--- src/rtl/blf_pkg.sv ---
package blf_pkg;

    // field widths
    localparam int RAW_W    = 12;
    localparam int SAMPLE_W = 13;
    localparam int LEVEL_W  = 3;
    localparam int CAL_W    = 11;
    localparam int OFS_W    = 8;
    localparam int CFG_W    = 13;

    // largest corrected sample, also the fixed threshold of unused levels
    localparam logic [SAMPLE_W-1:0] SAMPLE_MAX = 13'd8191;

    // number of threshold slots that the level compare can use
    localparam int LEVEL_MAX = 8;
    localparam int LEVEL_CFG = 4;

    // empty counter limits
    localparam logic [2:0] EMPTY_SAT  = 3'd5;
    localparam logic [2:0] EMPTY_FLAG = 3'd4;

    // register reset values
    localparam logic signed [CAL_W-1:0] CAL_RESET    = 11'sd0;
    localparam logic [OFS_W-1:0]        CHARGE_RESET = 8'd100;
    localparam logic [OFS_W-1:0]        LENS_RESET   = 8'd95;
    localparam logic [SAMPLE_W-1:0]     THR_RESET [LEVEL_CFG] =
        '{13'd2643, 13'd2762, 13'd2799, 13'd2830};

    // configuration register indexes
    typedef enum logic [2:0] {
        REG_CAL_OFFSET      = 3'd0,
        REG_CHARGE_OFFSET   = 3'd1,
        REG_LENS_OFFSET     = 3'd2,
        REG_THRESHOLD_ONE   = 3'd3,
        REG_THRESHOLD_TWO   = 3'd4,
        REG_THRESHOLD_THREE = 3'd5,
        REG_THRESHOLD_FOUR  = 3'd6
    } blf_reg_e;

    // one raw sample request
    typedef struct packed {
        logic [RAW_W-1:0] raw_sample;
        logic             charging;
        logic             lens_moving;
    } blf_in_t;

    // one filtered result
    typedef struct packed {
        logic [SAMPLE_W-1:0] corrected_sample;
        logic [SAMPLE_W-1:0] window_average;
        logic [LEVEL_W-1:0]  reported_level;
        logic                empty_res;
    } blf_out_t;

endpackage

--- src/rtl/blf_ram.sv ---
module blf_ram
    import blf_pkg::*;
#(
    parameter int WIDTH = 13,
    parameter int DEPTH = 8
)
(
    input  logic                     clk,
    input  logic                     wr_en,
    input  logic [$clog2(DEPTH)-1:0] wr_addr,
    input  logic [WIDTH-1:0]         wr_data,
    input  logic [$clog2(DEPTH)-1:0] rd_addr,
    output logic [WIDTH-1:0]         rd_data
);

    logic [WIDTH-1:0] mem_reg [DEPTH];
    logic [WIDTH-1:0] rd_data_reg;

    // one write port, one registered read port
    always_ff @(posedge clk)
    begin
        if (wr_en)
        begin
            mem_reg[wr_addr] <= wr_data;
        end
        rd_data_reg <= mem_reg[rd_addr];
    end

    assign rd_data = rd_data_reg;

endmodule

--- src/rtl/battery_level_filter.sv ---
// battery_level_filter
//
// Takes raw battery converter samples on the sample channel (valid/ready) and
// returns one result request per sample on the result channel: the corrected
// sample, the mean of the last WINDOW_DEPTH corrected samples, the debounced
// battery level and a one-shot empty flag. Offsets and level thresholds are
// written through the cfg channel (index, data), which is always ready; write
// it only while no sample is in flight.
//
// From the input register, the correction, running-total update, reciprocal-multiply
// mean and threshold compare run combinationally into the result register.
// Throughput is one sample per cycle while the receiver does not stall; the
// running total and a window RAM read one slot ahead keep the window update
// to a single add and subtract.
//
// Reset clears the pipeline, loads the register defaults and empties the
// window; the first sample after reset fills the whole window. When the
// receiver stalls, the result register holds and the input register takes
// one more sample before sample_ready drops.
module battery_level_filter
    import blf_pkg::*;
#(
    parameter int WINDOW_DEPTH = 8,
    parameter int LEVEL_COUNT  = 4
)
(
    input  logic     clk,
    input  logic     rst_n,
    input  logic     sample_valid,
    output logic     sample_ready,
    input  blf_in_t  sample,
    output logic     result_valid,
    input  logic     result_ready,
    output blf_out_t result,
    input  logic     cfg_valid,
    output logic     cfg_ready,
    input  blf_reg_e cfg_index,
    input  logic [CFG_W-1:0] cfg_data
);

    localparam int SLOT_W   = $clog2(WINDOW_DEPTH);
    localparam int TOTAL_W  = SAMPLE_W + SLOT_W;
    // exact floor division by the window depth for any TOTAL_W-bit total
    localparam int SHIFT    = TOTAL_W + SLOT_W;
    localparam int RECIP_W  = TOTAL_W + 1;
    localparam int PROD_W   = TOTAL_W + RECIP_W;
    localparam longint unsigned RECIP =
        ((64'd1 << SHIFT) + longint'(WINDOW_DEPTH) - 64'd1) / longint'(WINDOW_DEPTH);
    localparam logic [SLOT_W-1:0] SLOT_LAST = SLOT_W'(WINDOW_DEPTH - 1);

    // configuration registers
    logic signed [CAL_W-1:0] cal_reg;
    logic [OFS_W-1:0]        charge_reg;
    logic [OFS_W-1:0]        lens_reg;
    logic [SAMPLE_W-1:0]     thr_reg [LEVEL_CFG];

    // pipeline registers
    logic     s0_valid_reg;
    blf_in_t  s0_data_reg;
    logic     res_valid_reg;
    blf_out_t res_data_reg;
    blf_out_t res_data_next;

    // filter state
    logic [SLOT_W-1:0]       slot_reg;
    logic [SLOT_W-1:0]       slot_next;
    logic [TOTAL_W-1:0]      total_reg;
    logic [TOTAL_W-1:0]      total_next;
    logic [WINDOW_DEPTH-1:0] filled_reg;
    logic [SAMPLE_W-1:0]     fill_reg;
    logic                    started_reg;
    logic [LEVEL_W-1:0]      prev_level_reg;
    logic [LEVEL_W-1:0]      held_level_reg;
    logic [LEVEL_W-1:0]      held_level_next;
    logic                    even_reg;
    logic [2:0]              empty_cnt_reg;
    logic [2:0]              empty_cnt_next;

    // datapath
    logic                        advance;
    logic signed [CAL_W-1:0]     cal_adj;
    logic signed [CAL_W-2:0]     cal_half;
    logic [OFS_W-1:0]            ofs_sel;
    logic signed [SAMPLE_W:0]    sum;
    logic [SAMPLE_W-1:0]         corr;
    logic [SAMPLE_W-1:0]         ram_q;
    logic [SAMPLE_W-1:0]         old_sample;
    logic [RECIP_W-1:0]          recip;
    logic [PROD_W-1:0]           prod;
    logic [SAMPLE_W-1:0]         avg;
    logic [SAMPLE_W-1:0]         thr [LEVEL_MAX];
    logic [LEVEL_W-1:0]          level;
    logic                        empty_hit;

    // handshakes
    assign advance      = s0_valid_reg && (!res_valid_reg || result_ready);
    assign sample_ready = !s0_valid_reg || advance;
    assign cfg_ready    = 1'b1;
    assign result_valid = res_valid_reg;
    assign result       = res_data_reg;

    // configuration writes
    always_ff @(posedge clk or negedge rst_n)
    begin
        if (!rst_n)
        begin
            cal_reg    <= CAL_RESET;
            charge_reg <= CHARGE_RESET;
            lens_reg   <= LENS_RESET;
            for (int i = 0; i < LEVEL_CFG; i++)
            begin
                thr_reg[i] <= THR_RESET[i];
            end
        end
        else if (cfg_valid)
        begin
            case (cfg_index)
                REG_CAL_OFFSET:      cal_reg    <= $signed(cfg_data[CAL_W-1:0]);
                REG_CHARGE_OFFSET:   charge_reg <= cfg_data[OFS_W-1:0];
                REG_LENS_OFFSET:     lens_reg   <= cfg_data[OFS_W-1:0];
                REG_THRESHOLD_ONE:   thr_reg[0] <= cfg_data[SAMPLE_W-1:0];
                REG_THRESHOLD_TWO:   thr_reg[1] <= cfg_data[SAMPLE_W-1:0];
                REG_THRESHOLD_THREE: thr_reg[2] <= cfg_data[SAMPLE_W-1:0];
                REG_THRESHOLD_FOUR:  thr_reg[3] <= cfg_data[SAMPLE_W-1:0];
                default:             ;
            endcase
        end
    end

    // sample correction: offset, half calibration truncated toward zero, clamp
    always_comb
    begin
        cal_adj  = cal_reg + $signed({{(CAL_W-1){1'b0}}, cal_reg[CAL_W-1]});
        cal_half = (CAL_W-1)'(cal_adj >>> 1);
        if (s0_data_reg.charging)
        begin
            ofs_sel = charge_reg;
        end
        else if (s0_data_reg.lens_moving)
        begin
            ofs_sel = lens_reg;
        end
        else
        begin
            ofs_sel = '0;
        end
        sum = $signed({2'b00, s0_data_reg.raw_sample})
            + $signed({{(SAMPLE_W+1-OFS_W){1'b0}}, ofs_sel})
            + (SAMPLE_W+1)'(cal_half);
        // the sum cannot pass the upper bound, only the lower one
        if (sum < 0)
        begin
            corr = '0;
        end
        else
        begin
            corr = sum[SAMPLE_W-1:0];
        end
    end

    // window store, read one slot ahead of the write
    blf_ram #(
        .WIDTH (SAMPLE_W),
        .DEPTH (WINDOW_DEPTH)
    ) u_window (
        .clk     (clk),
        .wr_en   (advance && started_reg),
        .wr_addr (slot_reg),
        .wr_data (corr),
        .rd_addr (slot_next),
        .rd_data (ram_q)
    );

    // slots not yet written still hold the first sample
    assign old_sample = filled_reg[slot_reg] ? ram_q : fill_reg;

    // running total and slot pointer
    always_comb
    begin
        slot_next = slot_reg;
        if (!started_reg)
        begin
            total_next = TOTAL_W'(corr) * TOTAL_W'(WINDOW_DEPTH);
        end
        else
        begin
            total_next = total_reg - TOTAL_W'(old_sample) + TOTAL_W'(corr);
        end
        if (advance && started_reg)
        begin
            slot_next = (slot_reg == SLOT_LAST) ? '0 : slot_reg + 1'b1;
        end
    end

    // window mean by reciprocal multiply
    assign recip = RECIP_W'(RECIP);
    assign prod  = PROD_W'(total_next) * PROD_W'(recip);
    assign avg   = started_reg ? SAMPLE_W'(prod >> SHIFT) : corr;

    // level compare, highest exceeded threshold wins
    always_comb
    begin
        for (int i = 0; i < LEVEL_MAX; i++)
        begin
            thr[i] = (i < LEVEL_CFG) ? thr_reg[i % LEVEL_CFG] : SAMPLE_MAX;
        end
        level = '0;
        for (int i = 0; i < LEVEL_COUNT; i++)
        begin
            if (avg > thr[i])
            begin
                level = LEVEL_W'(i + 1);
            end
        end
    end

    // debounce and empty counter
    always_comb
    begin
        if (level == prev_level_reg || !started_reg || even_reg)
        begin
            held_level_next = level;
        end
        else
        begin
            held_level_next = held_level_reg;
        end
        empty_cnt_next = empty_cnt_reg;
        empty_hit      = 1'b0;
        if (empty_cnt_reg != '0 || held_level_next == '0)
        begin
            if (empty_cnt_reg < EMPTY_SAT)
            begin
                empty_cnt_next = empty_cnt_reg + 1'b1;
            end
            empty_hit = (empty_cnt_next == EMPTY_FLAG);
        end
        res_data_next.corrected_sample = corr;
        res_data_next.window_average   = avg;
        res_data_next.reported_level   = held_level_next;
        res_data_next.empty_res        = empty_hit;
    end

    // pipeline control and filter state
    always_ff @(posedge clk or negedge rst_n)
    begin
        if (!rst_n)
        begin
            s0_valid_reg   <= 1'b0;
            res_valid_reg  <= 1'b0;
            slot_reg       <= '0;
            total_reg      <= '0;
            filled_reg     <= '0;
            started_reg    <= 1'b0;
            prev_level_reg <= '0;
            held_level_reg <= '0;
            even_reg       <= 1'b1;
            empty_cnt_reg  <= '0;
        end
        else
        begin
            if (sample_ready)
            begin
                s0_valid_reg <= sample_valid;
            end
            if (advance)
            begin
                res_valid_reg <= 1'b1;
            end
            else if (result_ready)
            begin
                res_valid_reg <= 1'b0;
            end
            if (advance)
            begin
                slot_reg       <= slot_next;
                total_reg      <= total_next;
                started_reg    <= 1'b1;
                prev_level_reg <= level;
                held_level_reg <= held_level_next;
                even_reg       <= !even_reg;
                empty_cnt_reg  <= empty_cnt_next;
                if (started_reg)
                begin
                    filled_reg[slot_reg] <= 1'b1;
                end
            end
        end
    end

    // payload registers
    always_ff @(posedge clk)
    begin
        if (sample_ready && sample_valid)
        begin
            s0_data_reg <= sample;
        end
        if (advance)
        begin
            res_data_reg <= res_data_next;
        end
        if (advance && !started_reg)
        begin
            fill_reg <= corr;
        end
    end

endmodule
--- config.mk ---
export PLATFORM = sky130hd
export DESIGN_NAME = battery_level_filter
export DESIGN_NICKNAME = d
export VERILOG_FILES = /design/src/rtl/blf_pkg.sv /design/src/rtl/blf_ram.sv /design/src/rtl/battery_level_filter.sv
export SDC_FILE = /design/constraint.sdc
export NUM_CORES = 1
export LEC_CHECK = 0
export ABC_AREA = 1
export BUFFER_PORTS_ARGS = -buffer_cell sky130_fd_sc_hd__buf_2
export CAP_MARGIN = 20
export CORE_AREA = 3 3 178 180
export DETAILED_ROUTE_END_ITERATION = 8
export DIE_AREA = 0 0 181 183
export GPL_TIMING_DRIVEN = 1
export PLACE_DENSITY = 0.68
export REMOVE_ABC_BUFFERS = 1
export SLEW_MARGIN = 20
export SYNTH_ARGS = -nofsm -noshare
export SYNTH_HDL_FRONTEND = slang
export SYNTH_HIERARCHICAL = 1
export SYNTH_SLANG_ARGS = --single-unit
export TNS_END_PERCENT = 20
--- constraint.sdc ---
create_clock -name clk -period 13.6 [get_ports clk]
set_input_delay 2.04 -clock clk [delete_from_list [all_inputs] [get_ports clk]]
set_output_delay 2.04 -clock clk [all_outputs]
set_load 0.005 [all_outputs]
==> out/qor.csv <==
metric,value,unit
hold_class,flop to flop,
grt_overflow,0,
syn_avg_cell_area,9.27,sq um
critical_path_required,14050,ps
synthCells,1682,
worst_skew_pair.late_latency,560,ps
crit_path_max_incr_delay,630,ps
holdBufCountCts,0,
finalHoldViolCount,0,
synth-warning-count,6,
ys_types,56,
routed_len_inst,15.5,um
die_outline_width,181,um
crit_slowest_cell,sky130_fd_sc_hd__nor2_1,
fin_worst_skew,15.4,ps
post_cts_setup_buffer_count,0,
layout_commonest_cell,sky130_fd_sc_hd__nand2_1,
max_slew_margin,35.2,%
cts_inserted_buffers,31,
synthFlopType,sky130_fd_sc_hd__edfxtp_1,
layout_filler_cell_count,2606,
drt.antenna.violating_nets,0,
setup_viol_count_final,0,
grt_antenna_before_repair,0,
syn_to_final_growth,11.2,%
rsz0062_at_grt,false,
clock_sink_count,293,
gp_routability_congestion,0.910,
min_period_over_period,65.5,%
timing.final.crit_period,8910,ps
die-area,33100,sq um
post_cts_resized,0,
timing_worst_slew_pin_value,970,ps
tritoncts_clock_tree,built,
cap_violations,0,
critical_path_peak_fanout,13,
status,"complete, no violations",
drv_slew,0,
vias,11100,
grt_pass1_wl,56.3,mm
postSynth.asyncResetShare,40.6,%
dp_hpwl,22.7,mm
clock.fmax,112,MHz
cts.reportedPaths.clkPinSlew,60,ps
grt_use_total,20.7,%
critical_path.endpoint_type,flop,
finalNetCount,1894,
path_common_cell,sky130_fd_sc_hd__nand2_1,
commonest_non_fill_non_tap_cells_in_the_layout,"sky130_fd_sc_hd__nand2_1, sky130_fd_sc_hd__inv_1, sky130_fd_sc_hd__edfxtp_1",
synth-seq-cells,293,
worst_path_top_cell_family_by_delay,simple AND/OR/NAND/NOR gates,
synth.cell_area,15600,sq um
worst_ep_arrival_time,9360,ps
io_buffer_count,66,
largest_register_ff_count,104,
share_of_cells_above_drive_strength_1,14.4,%
number_of_global_route_vias_before_repair,11200,
floorplan.io_pins,68,
synth_edf_count,161,
viasPerCell,5.09,
seq_total_area_yosys,52.1,%
reg2reg_setup_slack,4690,ps
initial_core_util,51.4,%
die-height,183,um
setup-tns-final,0,ps
antennaDiodeCount,0,
initial_drc_count,716,
ctsLongestPathBuffers,3,
crit_type,flop to flop,
placeableCoreArea,30300,sq um
drt-total-wl,33.7,mm
detail_route.drc_violations,0,
std_cell_rows,64,
cts-htree-levels,1,
master_cell_of_the_clock_root_buffer,sky130_fd_sc_hd__clkbuf_16,
detailedRoute.firstPassIterationCount,5,
largest_net_degree_at_the_start_of_global_routing,68,
crit_buf_inv,4,
startpoint_type,flop,
-- cell families after synthesis --
logic type	Yosys count	synth area share (%)
simple gates	645	17.8
buf+inv	365	9.51
flops	293	52.1
compound gates	215	7.63
fa+ha+maj	110	9.55
xor+xnor	40	2.25
mux	13	1.18
other cells	1	0.0240
-- layout make-up --
cell class	count	area (sq um)	share of cell area, %
repair buffers	77	415	2.40
well taps	396	495	2.86
clock inverters	21	255	1.47
multi-input cells	1024	6030	34.7
clock buffers	36	815	4.70
flip-flops and latches	293	8120	46.8
inverters	322	1220	7.01
-- Yosys cell counts, types with 2 or more instances --
| master | instances | area, sq um |
|---|---|---|
| sky130_fd_sc_hd__dfstp_2 | 37 | 972 |
| sky130_fd_sc_hd__mux2_4 | 10 | 150 |
| sky130_fd_sc_hd__ha_1 | 95 | 1190 |
| sky130_fd_sc_hd__o22ai_1 | 6 | 37.5 |
| sky130_fd_sc_hd__nor2_1 | 40 | 150 |
| sky130_fd_sc_hd__inv_2 | 8 | 30.0 |
| sky130_fd_sc_hd__o21ai_0 | 113 | 566 |
| sky130_fd_sc_hd__nor2_2 | 9 | 56.3 |
| sky130_fd_sc_hd__nand3b_1 | 2 | 15.0 |
| sky130_fd_sc_hd__dfrtp_1 | 82 | 2050 |
| sky130_fd_sc_hd__nand3_2 | 4 | 40.0 |
| sky130_fd_sc_hd__nand3_1 | 102 | 510 |
| sky130_fd_sc_hd__nor2_4 | 5 | 56.3 |
| sky130_fd_sc_hd__xor2_1 | 27 | 236 |
| sky130_fd_sc_hd__a21oi_2 | 2 | 17.5 |
| sky130_fd_sc_hd__fa_1 | 15 | 300 |
| sky130_fd_sc_hd__buf_6 | 6 | 67.6 |
| sky130_fd_sc_hd__clkbuf_1 | 20 | 75.1 |
| sky130_fd_sc_hd__edfxtp_1 | 161 | 4830 |
| sky130_fd_sc_hd__nand2_2 | 15 | 93.8 |
| sky130_fd_sc_hd__a21boi_1 | 6 | 45.0 |
| sky130_fd_sc_hd__clkinv_1 | 2 | 7.51 |
| sky130_fd_sc_hd__buf_2 | 6 | 30.0 |
| sky130_fd_sc_hd__xnor2_1 | 13 | 114 |
| sky130_fd_sc_hd__nor3_1 | 5 | 25.0 |
| sky130_fd_sc_hd__o21ai_1 | 12 | 60.1 |
| sky130_fd_sc_hd__o31ai_1 | 3 | 22.5 |
| sky130_fd_sc_hd__nand2_4 | 2 | 22.5 |
| sky130_fd_sc_hd__o21ai_2 | 11 | 96.3 |
| sky130_fd_sc_hd__o21a_1 | 2 | 15.0 |
| sky130_fd_sc_hd__nand4_1 | 5 | 31.3 |
| sky130_fd_sc_hd__nand2_1 | 445 | 1670 |
| sky130_fd_sc_hd__a21oi_1 | 54 | 270 |
| sky130_fd_sc_hd__or2_2 | 3 | 18.8 |
| sky130_fd_sc_hd__dfxtp_1 | 13 | 260 |
| sky130_fd_sc_hd__mux2_2 | 3 | 33.8 |
| sky130_fd_sc_hd__inv_1 | 310 | 1160 |
| sky130_fd_sc_hd__buf_4 | 10 | 75.1 |
-- layer usage --
metal,share of wire (%),GRT usage (%)
met1,44,27.3
met2,48,35.9
met3,4.5,2.56
met4,3.3,6.92
met5,0,0
-- worst register-to-register path: cells and delay by family, from the launching register on --
kind	cells	cell delay (ps)
AO/OA/AOI/OAI	12	2260
XOR/XNOR	2	320
adder cells (fa/ha/maj)	6	1970
buffers and inverters	4	560
flip-flops	1	500
AND/OR/NAND/NOR	31	3230
-- path summary, 6_finish.rpt --
check	end	cells after the start	start
worst min register to register	filled_reg[6]	2	filled_reg[6]
worst max-delay path	empty_cnt_reg[0]	55	s0_data_reg[1]
worst min-delay path	filled_reg[6]	2	filled_reg[6]
worst max register to register	empty_cnt_reg[0]	55	s0_data_reg[1]
max in group asynchronous	result_valid	2	rst_n
min in group asynchronous	thr[75]	1	rst_n
-- stage by stage --
| step | util, % | setup WS, ps | area (sq um) | hold WS [ps] | cells |
|---|---|---|---|---|---|
| floorplan | - | 6170 | 15300 | 427 | 1639 |
| global placement | 53.6 | 5170 | 16300 | 444 | 2112 |
| detailed placement | 53.6 | 4870 | 16300 | 451 | 2112 |
| CTS | 57.1 | 4840 | 17300 | 466 | 2169 |
| global route | 57.1 | 3810 | 17300 | 491 | 2169 |
| finish | 57.1 | 4690 | 17300 | 462 | 2169 |
Power is not shown: default switching activity piles up to over one toggle a cycle in this logic, so the estimate is an artifact.
